--- src/design/cst_pkg.sv ---
// shared types and constants for the client session table
// no dependencies; used by every module of the block
package cst_pkg;

  localparam int SESSION_COUNT = 8;
  localparam int IDX_W = (SESSION_COUNT > 1) ? $clog2(SESSION_COUNT) : 1;
  localparam int CLIENT_W = 32;
  localparam int NONCE_W = 64;

  localparam logic [IDX_W-1:0] LAST_IDX = IDX_W'(SESSION_COUNT - 1);

  typedef enum logic [1:0] {
    ACT_SET_AUTH    = 2'd0,
    ACT_REMOVE      = 2'd1,
    ACT_QUERY       = 2'd2,
    ACT_STORE_NONCE = 2'd3
  } action_t;

  typedef struct packed {
    action_t             action;
    logic [CLIENT_W-1:0] client_id;
    logic                auth_flag;
    logic [NONCE_W-1:0]  nonce_low;
    logic [NONCE_W-1:0]  nonce_high;
  } req_item_t;

  typedef struct packed {
    logic               found;
    logic               authenticated;
    logic               evicted;
    logic [NONCE_W-1:0] nonce_out_low;
    logic [NONCE_W-1:0] nonce_out_high;
  } rsp_item_t;

  // first-hit record built up by the scan
  typedef struct packed {
    logic             match_hit;
    logic [IDX_W-1:0] match_idx;
    logic             match_auth;
    logic             free_hit;
    logic [IDX_W-1:0] free_idx;
    logic             unauth_hit;
    logic [IDX_W-1:0] unauth_idx;
  } scan_result_t;

  // one write into the session table
  typedef struct packed {
    logic                idx_valid;
    logic [IDX_W-1:0]    idx;
    logic                client_en;
    logic [CLIENT_W-1:0] client;
    logic                auth_en;
    logic                auth;
    logic                nonce_en;
    logic [NONCE_W-1:0]  nonce_low;
    logic [NONCE_W-1:0]  nonce_high;
  } store_write_t;

endpackage

--- src/design/cst_entry_store.sv ---
// session table storage: ids, auth flags and nonces in flip-flops
// depends on cst_pkg
module cst_entry_store (
  input  logic                         clk,
  input  logic                         rst,
  input  logic [cst_pkg::IDX_W-1:0]    scan_idx,
  input  logic [cst_pkg::IDX_W-1:0]    nonce_idx,
  input  cst_pkg::store_write_t        wr,
  output logic [cst_pkg::CLIENT_W-1:0] scan_client,
  output logic                         scan_auth,
  output logic [cst_pkg::NONCE_W-1:0]  nonce_low,
  output logic [cst_pkg::NONCE_W-1:0]  nonce_high
);
  import cst_pkg::*;

  logic [CLIENT_W-1:0] entry_client     [SESSION_COUNT];
  logic                entry_auth       [SESSION_COUNT];
  logic [NONCE_W-1:0]  entry_nonce_low  [SESSION_COUNT];
  logic [NONCE_W-1:0]  entry_nonce_high [SESSION_COUNT];

  // single write port, whole table cleared on reset
  always_ff @(posedge clk) begin
    if (rst) begin
      for (int i = 0; i < SESSION_COUNT; i++) begin
        entry_client[i]     <= '0;
        entry_auth[i]       <= 1'b0;
        entry_nonce_low[i]  <= '0;
        entry_nonce_high[i] <= '0;
      end
    end else if (wr.idx_valid) begin
      if (wr.client_en) begin
        entry_client[wr.idx] <= wr.client;
      end
      if (wr.auth_en) begin
        entry_auth[wr.idx] <= wr.auth;
      end
      if (wr.nonce_en) begin
        entry_nonce_low[wr.idx]  <= wr.nonce_low;
        entry_nonce_high[wr.idx] <= wr.nonce_high;
      end
    end
  end

  // entry under the scan pointer feeds the compare unit
  assign scan_client = entry_client[scan_idx];
  assign scan_auth   = entry_auth[scan_idx];

  // nonce of the matched entry for queries
  assign nonce_low  = entry_nonce_low[nonce_idx];
  assign nonce_high = entry_nonce_high[nonce_idx];

endmodule

--- src/design/cst_scan_unit.sv ---
// shared compare unit: checks one entry per cycle while step is high and keeps the first hits
// depends on cst_pkg
module cst_scan_unit (
  input  logic                         clk,
  input  logic                         rst,
  input  logic                         start,
  input  logic                         step,
  input  logic [cst_pkg::IDX_W-1:0]    idx,
  input  logic [cst_pkg::CLIENT_W-1:0] key,
  input  logic [cst_pkg::CLIENT_W-1:0] entry_client,
  input  logic                         entry_auth,
  output cst_pkg::scan_result_t        result
);
  import cst_pkg::*;

  logic is_match;
  logic is_free;
  logic is_unauth;

  // the compare itself
  assign is_match  = (entry_client == key);
  assign is_free   = (entry_client == '0);
  assign is_unauth = !entry_auth;

  // lowest index wins: record only the first hit of each kind
  always_ff @(posedge clk) begin
    if (rst || start) begin
      result <= '0;
    end else if (step) begin
      if (!result.match_hit && is_match) begin
        result.match_hit  <= 1'b1;
        result.match_idx  <= idx;
        result.match_auth <= entry_auth;
      end
      if (!result.free_hit && is_free) begin
        result.free_hit <= 1'b1;
        result.free_idx <= idx;
      end
      if (!result.unauth_hit && is_unauth) begin
        result.unauth_hit <= 1'b1;
        result.unauth_idx <= idx;
      end
    end
  end

endmodule

--- src/design/client_session_table_unit.sv ---
// client session table: an accepted item is walked by the single compare unit,
// which checks each entry in index order (ST_SCAN); an update step (ST_APPLY)
// then writes the table and registers the result; no new item is taken until
// the block is back in ST_IDLE; a waiting result does not block accept but
// holds the next update
// synchronous reset frees every entry, clears flags, nonces and password_set
module client_session_table_unit (
  input  logic               clk,
  input  logic               rst,
  input  logic               req_valid,
  output logic               req_stall,
  input  cst_pkg::req_item_t req_item,
  output logic               rsp_valid,
  input  logic               rsp_stall,
  output cst_pkg::rsp_item_t rsp_item,
  input  logic               cfg_write_en,
  input  logic               cfg_write_data
);
  import cst_pkg::*;

  typedef enum logic [2:0] {
    ST_IDLE  = 3'b001,
    ST_SCAN  = 3'b010,
    ST_APPLY = 3'b100
  } state_t;

  state_t           state;
  state_t           state_next;
  logic [IDX_W-1:0] scan_idx;
  req_item_t        cur;
  logic             password_set;

  logic                req_take;
  logic                rsp_free;
  logic                apply_go;
  scan_result_t        scan;
  store_write_t        wr;
  rsp_item_t           rsp_next;
  logic [CLIENT_W-1:0] scan_client;
  logic                scan_auth;
  logic [NONCE_W-1:0]  rd_nonce_low;
  logic [NONCE_W-1:0]  rd_nonce_high;

  assign req_stall = (state != ST_IDLE);
  assign req_take  = req_valid && !req_stall;
  assign rsp_free  = !rsp_valid || !rsp_stall;
  assign apply_go  = (state == ST_APPLY) && rsp_free;

  // config register
  always_ff @(posedge clk) begin
    if (rst) begin
      password_set <= 1'b0;
    end else if (cfg_write_en) begin
      password_set <= cfg_write_data;
    end
  end

  // sequencer
  always_comb begin
    state_next = state;
    unique case (state)
      ST_IDLE: begin
        if (req_take) state_next = ST_SCAN;
      end
      ST_SCAN: begin
        if (scan_idx == LAST_IDX) state_next = ST_APPLY;
      end
      ST_APPLY: begin
        if (rsp_free) state_next = ST_IDLE;
      end
      default: state_next = ST_IDLE;
    endcase
  end

  always_ff @(posedge clk) begin
    if (rst) begin
      state    <= ST_IDLE;
      scan_idx <= '0;
    end else begin
      state <= state_next;
      if (req_take) begin
        scan_idx <= '0;
      end else if (state == ST_SCAN && scan_idx != LAST_IDX) begin
        scan_idx <= scan_idx + 1'b1;
      end
    end
  end

  // item held for the whole walk
  always_ff @(posedge clk) begin
    if (req_take) begin
      cur <= req_item;
    end
  end

  cst_entry_store u_store (
    .clk         (clk),
    .rst         (rst),
    .scan_idx    (scan_idx),
    .nonce_idx   (scan.match_idx),
    .wr          (wr),
    .scan_client (scan_client),
    .scan_auth   (scan_auth),
    .nonce_low   (rd_nonce_low),
    .nonce_high  (rd_nonce_high)
  );

  cst_scan_unit u_scan (
    .clk          (clk),
    .rst          (rst),
    .start        (req_take),
    .step         (state == ST_SCAN),
    .idx          (scan_idx),
    .key          (cur.client_id),
    .entry_client (scan_client),
    .entry_auth   (scan_auth),
    .result       (scan)
  );

  // table update and result for the finished walk
  always_comb begin
    wr                      = '0;
    wr.client               = cur.client_id;
    wr.auth                 = cur.auth_flag;
    wr.nonce_low            = '0;
    wr.nonce_high           = '0;
    wr.idx                  = scan.match_idx;
    rsp_next                = '0;
    rsp_next.found          = scan.match_hit;
    unique case (cur.action)
      ACT_SET_AUTH: begin
        wr.idx_valid = apply_go;
        wr.auth_en   = 1'b1;
        if (!scan.match_hit) begin
          wr.client_en = 1'b1;
          wr.nonce_en  = 1'b1;
          if (scan.free_hit) begin
            wr.idx = scan.free_idx;
          end else begin
            wr.idx           = scan.unauth_hit ? scan.unauth_idx : '0;
            rsp_next.evicted = 1'b1;
          end
        end
      end
      ACT_REMOVE: begin
        wr.idx_valid = apply_go && scan.match_hit;
        wr.client_en = 1'b1;
        wr.client    = '0;
        wr.auth_en   = 1'b1;
        wr.auth      = 1'b0;
        wr.nonce_en  = 1'b1;
      end
      ACT_QUERY: begin
        if (scan.match_hit) begin
          rsp_next.nonce_out_low  = rd_nonce_low;
          rsp_next.nonce_out_high = rd_nonce_high;
        end
        rsp_next.authenticated = !password_set || (scan.match_hit && scan.match_auth);
      end
      ACT_STORE_NONCE: begin
        wr.idx_valid  = apply_go && scan.match_hit;
        wr.nonce_en   = 1'b1;
        wr.nonce_low  = cur.nonce_low;
        wr.nonce_high = cur.nonce_high;
      end
      default: ;
    endcase
  end

  // output register
  always_ff @(posedge clk) begin
    if (rst) begin
      rsp_valid <= 1'b0;
    end else if (apply_go) begin
      rsp_valid <= 1'b1;
    end else if (!rsp_stall) begin
      rsp_valid <= 1'b0;
    end
  end

  always_ff @(posedge clk) begin
    if (apply_go) begin
      rsp_item <= rsp_next;
    end
  end

endmodule

--- config.mk ---
export PLATFORM = sky130hd
export DESIGN_NAME = client_session_table_unit
export DESIGN_NICKNAME = d
export VERILOG_FILES = /design/src/design/cst_pkg.sv /design/src/design/cst_entry_store.sv /design/src/design/cst_scan_unit.sv /design/src/design/client_session_table_unit.sv
export SDC_FILE = /design/constraint.sdc
export NUM_CORES = 2
export LEC_CHECK = 0
export ABC_CLOCK_PERIOD_IN_PS = 22400
export BUFFER_PORTS_ARGS = -buffer_cell sky130_fd_sc_hd__buf_4
export CAP_MARGIN = 25
export CORE_MARGIN = 3
export CORE_UTILIZATION = 55
export CTS_BUF_LIST = sky130_fd_sc_hd__clkbuf_4
export CTS_CLUSTER_DIAMETER = 100
export DETAILED_ROUTE_END_ITERATION = 10
export PLACE_DENSITY = 0.72
export SKIP_CTS_REPAIR_TIMING = 1
export SLEW_MARGIN = 5
export SYNTH_ARGS = -nofsm -noshare
export SYNTH_HDL_FRONTEND = slang
export SYNTH_HIERARCHICAL = 1
export SYNTH_SLANG_ARGS = --single-unit
--- constraint.sdc ---
create_clock -name clk -period 22.4 [get_ports clk]
set_input_delay 0 -clock clk [delete_from_list [all_inputs] [get_ports clk]]
set_output_delay 0 -clock clk [all_outputs]
set_load 0.05 [all_outputs]
After elaboration in Yosys (flattened, before gate mapping)
Memories as Yosys holds them, arrays and structs flattened. A register that Yosys moved wholly into a read port is not among the register bits.
Index checks and enable logic that the tools add are counted.

storage, ports and cells
  logic and storage cells = 124
  memories kept = 4
  input bits = 169
  bits in registers = 187
  RAM bits = 1288

cells by class
  mux-type cells = 49
  reductions and logical operators = 36
  bitwise gates (word level) = 1
  $add $sub $neg = 1
  equal/unequal tests = 14

memories
  memory                    words  width  rd ports  clocked after memory_dff  wr ports  RTL line               source
  u_store.entry_nonce_high  8      64     1         1                         8         cst_entry_store.sv:19  logic [NONCE_W-1:0] entry_nonce_high [SESSION_COUNT];
  u_store.entry_nonce_low   8      64     1         1                         8         cst_entry_store.sv:18  logic [NONCE_W-1:0] entry_nonce_low [SESSION_COUNT];
  u_store.entry_client      8      32     1         1                         8         cst_entry_store.sv:16  logic [CLIENT_W-1:0] entry_client [SESSION_COUNT];
  u_store.entry_auth        8      1      1         1                         8         cst_entry_store.sv:17  logic entry_auth [SESSION_COUNT];

operators by type and width
  operator               number
  $mux W128              1
  $mux W64               2
  $reduce_or A64 Y1      2
  $mux W32               2
  $mux W3                14
  $eq A32 B32 Y1         1
  $logic_not A32 Y1      1
  $reduce_or A32 Y1      1
  $mux W1                25
  $logic_not A1 Y1       10
  $pmux W3 S3            1
  $logic_and A1 B1 Y1    8
  $reduce_and A2 Y1      4
  $reduce_or A2 Y1       4
  $eq A3 B3 Y1 const B   2
  $pmux W1 S2            3
  $eq A2 B2 Y1 const B   2
  $mux W4                1
  $ne A2 B1 Y1 const B   2
  $ne A2 B2 Y1 const B   2
  $add A3 B1 Y3 const B  1
  $eq A3 B1 Y1 const B   1
  $eq A3 B2 Y1 const B   1
  $logic_or A1 B1 Y1     3
  7 further kinds        7

Logic depth before layout (Yosys ltp)
  depth in word-level cells = 10
  gate-level depth with buffers = 10

Hierarchy
The synthesis kept the hierarchy.

by module, submodules not included
  module                     cells each  times used  area an instance (um2)
  cst_entry_store            3638        1           57244.9
  client_session_table_unit  691         1           11340.9
  cst_scan_unit              104         1           913.4

Worst setup path before layout
No wires, ideal clock.

  path kind = register -> register
  start = register cur[161] (netlist name)
  end = memory u_store.entry_nonce_high[0][0], enable pin
  cell stages (with the launch flop) = 11
  data required time = 21.758 ns
  setup time = 0.642 ns
  period minus slack after synthesis = 8.572 ns
  arrival time = 7.930 ns
  path slack = 13.828 ns
  path through = edfxtp_1 > buf_4 > buf_2 > nor2_1 > a21oi_1 > nor3b_1 > nand4bb_1 > buf_2 > clkbuf_1 > buf_2 > o21bai_1

RTL lines
  what                    RTL line                         source
  start, declared         client_session_table_unit.sv:30  req_item_t cur;
  start signal, assigned  client_session_table_unit.sv:92  cur <= req_item;
  end, declared           cst_entry_store.sv:19

==> summary.md <==
| Metric | Value |
|---|---|
| Die Area | `roughly 130000 sq um` |
| F_max | `around 170 MHz` |
| Vias in the first global route | `about 43k` |
| Pin slew with the least headroom to its limit | `about 1.3 ns` |
| Clock sink count | `1603` |
| DRC errors left | `0` |
| H-tree Lvls | `5` |
| Synth unique cells | `between 50 and 60` |
| First-pass GRT wire length | `roughly 260000 um` |
| First-pass iteration count of the detailed router | `5` |
| Max-slew violation count | `0` |
| Post-route ant nets | `0` |
| Crit end category | `register` |
| Crit path kind | `reg2reg` |
| Final hold vios | `0` |
| GP Congestion | `approximately 0.77` |
| Post-route cell area | `slightly above 80000 sq um` |
| Max Root-Sink Buffers | `4` |
| Core box area | `about 120000 sq um` |
| GR Overflow Total | `0` |
| HP Class | `in2reg` |
| Avg Synthesized Cell Area | `15.68 sq um` |
| Rows | `129` |
| Number of top-level pins | `a little over 300` |
| WP buf/inv | `4` |
| CTS tree | `done` |
| Worst skew pair latency | `approximately 1.3 ns` |
| TNS Setup | `0 ns` |
| Fin nets | `about 5.5k` |
| PortBufs | `301` |
| Area fraction of the dominant cell type after synthesis | `0.6835` |
| Post-synth net total | `~4.6k` |
| Largest net degree at the start of global routing | `about 220` |
| Register bit total from synthesis | `1603` |
| Gate Count Post-Synth | `about 4.4k` |
| CTS Root Cell | `clkbuf_4` |
| Seq/Total Area, Yosys | `0.6896` |
| Finished Core Util | `0.6632` |
| Via count | `44.23k` |
| Starting DRC count in detailed routing | `between 4k and 5k` |
| DP Area | `slightly above 70000 sq um` |
| Post-layout min period | `between 5 and 6 ns` |
| Area growth, synth to finish | `18.90%` |
| Share of cells above drive strength 1 | `0.2632` |
| YS warnings | `6` |
| Number of synthesized flops with an enable pin | `between 1.5k and 2k` |
| Initial core utilization | `0.5578` |
| Avg WL per Cell | `about 25 um` |
| Async set-reset flop share out of synthesis | `0` |
| VDD IR max | `between 0.00006 and 0.00007 V` |
| Delay of the slowest critical-path stage | `1.06 ns` |
| Max_cap viols | `0` |
| Die W | `between 300 and 400 um` |
| HPWL after detailed placement | `86090 um` |
| Final setup fails | `0` |
| Post-synthesis instance area | `a little under 70000 sq um` |
| Worst-path clk slew | `approximately 0.060 ns` |
| LEAKAGE | `~27 nW` |
| Total CTS buffers | `419` |
| Largest cells by area after synthesis | `edfxtp_1 68%, nor3_1 9.3%, mux4_2 8.3%` |
| GRT Overall Usage | `0.2615` |
| CP top delay family | `buffers and inverters` |
| Startpoint Class | `register` |
| Critical Path AT | `~6.7 ns` |
| Drt via density | `slightly above 6` |
| Die Span Y | `roughly 360 um` |
| CP dominant cell by count | `buf_4` |
| Initial antenna violation count | `8` |
| Crit path max-delay cell type | `o21bai_4` |
| Outcome | `completed` |
| Biggest area consumer among synthesized cells | `edfxtp_1` |
| CP cell instances | `buf_12 > a21oi_1 > nor3b_1 > clkbuf_2 > nand4bb_4 > o21bai_4 > buf_4 > buf_4` |
| Clk_skew | `0.09514 ns` |
| Most used DFF post-synth | `edfxtp_1` |
| Slew margin rel. | `0.1478` |
| Drt total wl | `roughly 180000 um` |
| Critical Path Fanout Max | `around 140` |
| Critical Path RT | `between 20 and 25 ns` |
| Fillers | `about 8.5k` |
| Pwr/cell area | `around 75 nW/um^2` |
| Final period utilization | `0.2625` |
| RSZ-0062 raised after global routing | `no` |
==> tightest hold or removal path, cell delays in order <==
cell           delay (ns)
dlygate4sd3_1        0.56
buf_4                0.11
dlygate4sd3_1        0.52
==> through the flow <==
stage,setup slack [ns],hold WS (ns),cells,power [mW]
2_1_floorplan,13.83,0.06907,4433,3.670
3_3_place_gp,16.41,0.1779,6013,3.780
6_report,16.52,0.08458,7204,6.231
5_1_grt,16.19,-0.01909,7201,6.466
3_5_place_dp,16.29,0.1793,6015,3.790
4_1_cts,16.18,-1.259,6708,6.189
==> synth_stat cells, drive strengths merged (13+ instances only) <==
cell / instances
edfxtp: 1582
nor3: 1287
mux4: 322
clkbuf: 300
and2: 161
mux2: 161
clkinv: 160
buf: 131
and3: 129
nor2: 24
o21bai: 24
xor2: 24
dfxtp: 21
nor4: 18
nand2: 16
mux2i: 13
==> path summary, 6_finish.rpt <==
path                            slack (ns)             start  depth (start not counted)                             end
worst min-delay path                  0.08     req_item[116]                          3                        cur[116]
worst min register to register        0.50  u_scan/result[8]                          2                u_scan/result[8]
worst max register to register       16.52          cur[161]                          8  u_store/entry_nonce_low[0][19]
worst max-delay path                 16.52          cur[161]                          8  u_store/entry_nonce_low[0][19]
==> cells in the final DEF, fill, tap and decap left out, drive strengths merged, types with 21 or more instances in the layout <==
master	count
and2	161
and3	129
buf	381
clkbuf	606
clkinv	238
dfxtp	21
dlygate4sd3	482
edfxtp	1582
mux2	161
mux4	322
nor2	24
nor3	1287
o21bai	24
xor2	24
==> cell type report <==
cell class | count | area (sq um) | share of cell area
antenna | 8 | 20.02 | 0.0002423
clock buffer | 605 | 4542 | 0.05496
clock inverter | 88 | 454.2 | 0.005496
inverter | 163 | 611.8 | 0.007404
multi-input combinational | 2236 | 19070 | 0.2308
sequential | 1603 | 47940 | 0.5802
tap | 1637 | 2048 | 0.02479
timing repair buffer | 864 | 7940 | 0.09609
==> report_power, final <==
group / switching (mW) / leakage (nW) / total [mW] / internal [mW]
logic: 0.240 / 8.51 / 0.380 / 0.140
clock network: 1.16 / 3.00 / 2.43 / 1.27
registers: 0.0327 / 15.9 / 3.42 / 3.39
total: 1.43 / 27.4 / 6.23 / 4.80
==> sequential cells by signal, summed over array words and instances (netlist names), 8 cells and up <==
name                      cells
u_store/entry_nonce_high    512
u_store/entry_nonce_low     512
u_store/entry_client        256
u_store/entry_auth            8
cur                         163
u_scan/result                13
rsp_item                    131
==> logic make-up after synthesis <==
family | count (synthesis) | share of synthesized area
muxes | 496 | 0.1358
adders and majority gates | 2 | 0.0003600
buffers and inverters | 594 | 0.03968
xor gates and xnor gates | 33 | 0.004159
AOI/OAI and AO/OA | 39 | 0.003907
DFF | 1603 | 0.6896
and+or+nand+nor | 1666 | 0.1265
==> layer usage <==
metal | track usage | share of wire | up-vias
li1 | - | - | 19300
met1 | 0.3548 | 0.38 | 22010
met2 | 0.4235 | 0.50 | 2565
met3 | 0.05746 | 0.092 | 356
met4 | 0.09073 | 0.028 | 4
met5 | 0 | 0.00015 | -
Note: power is estimated with default switching activity, not from simulation.
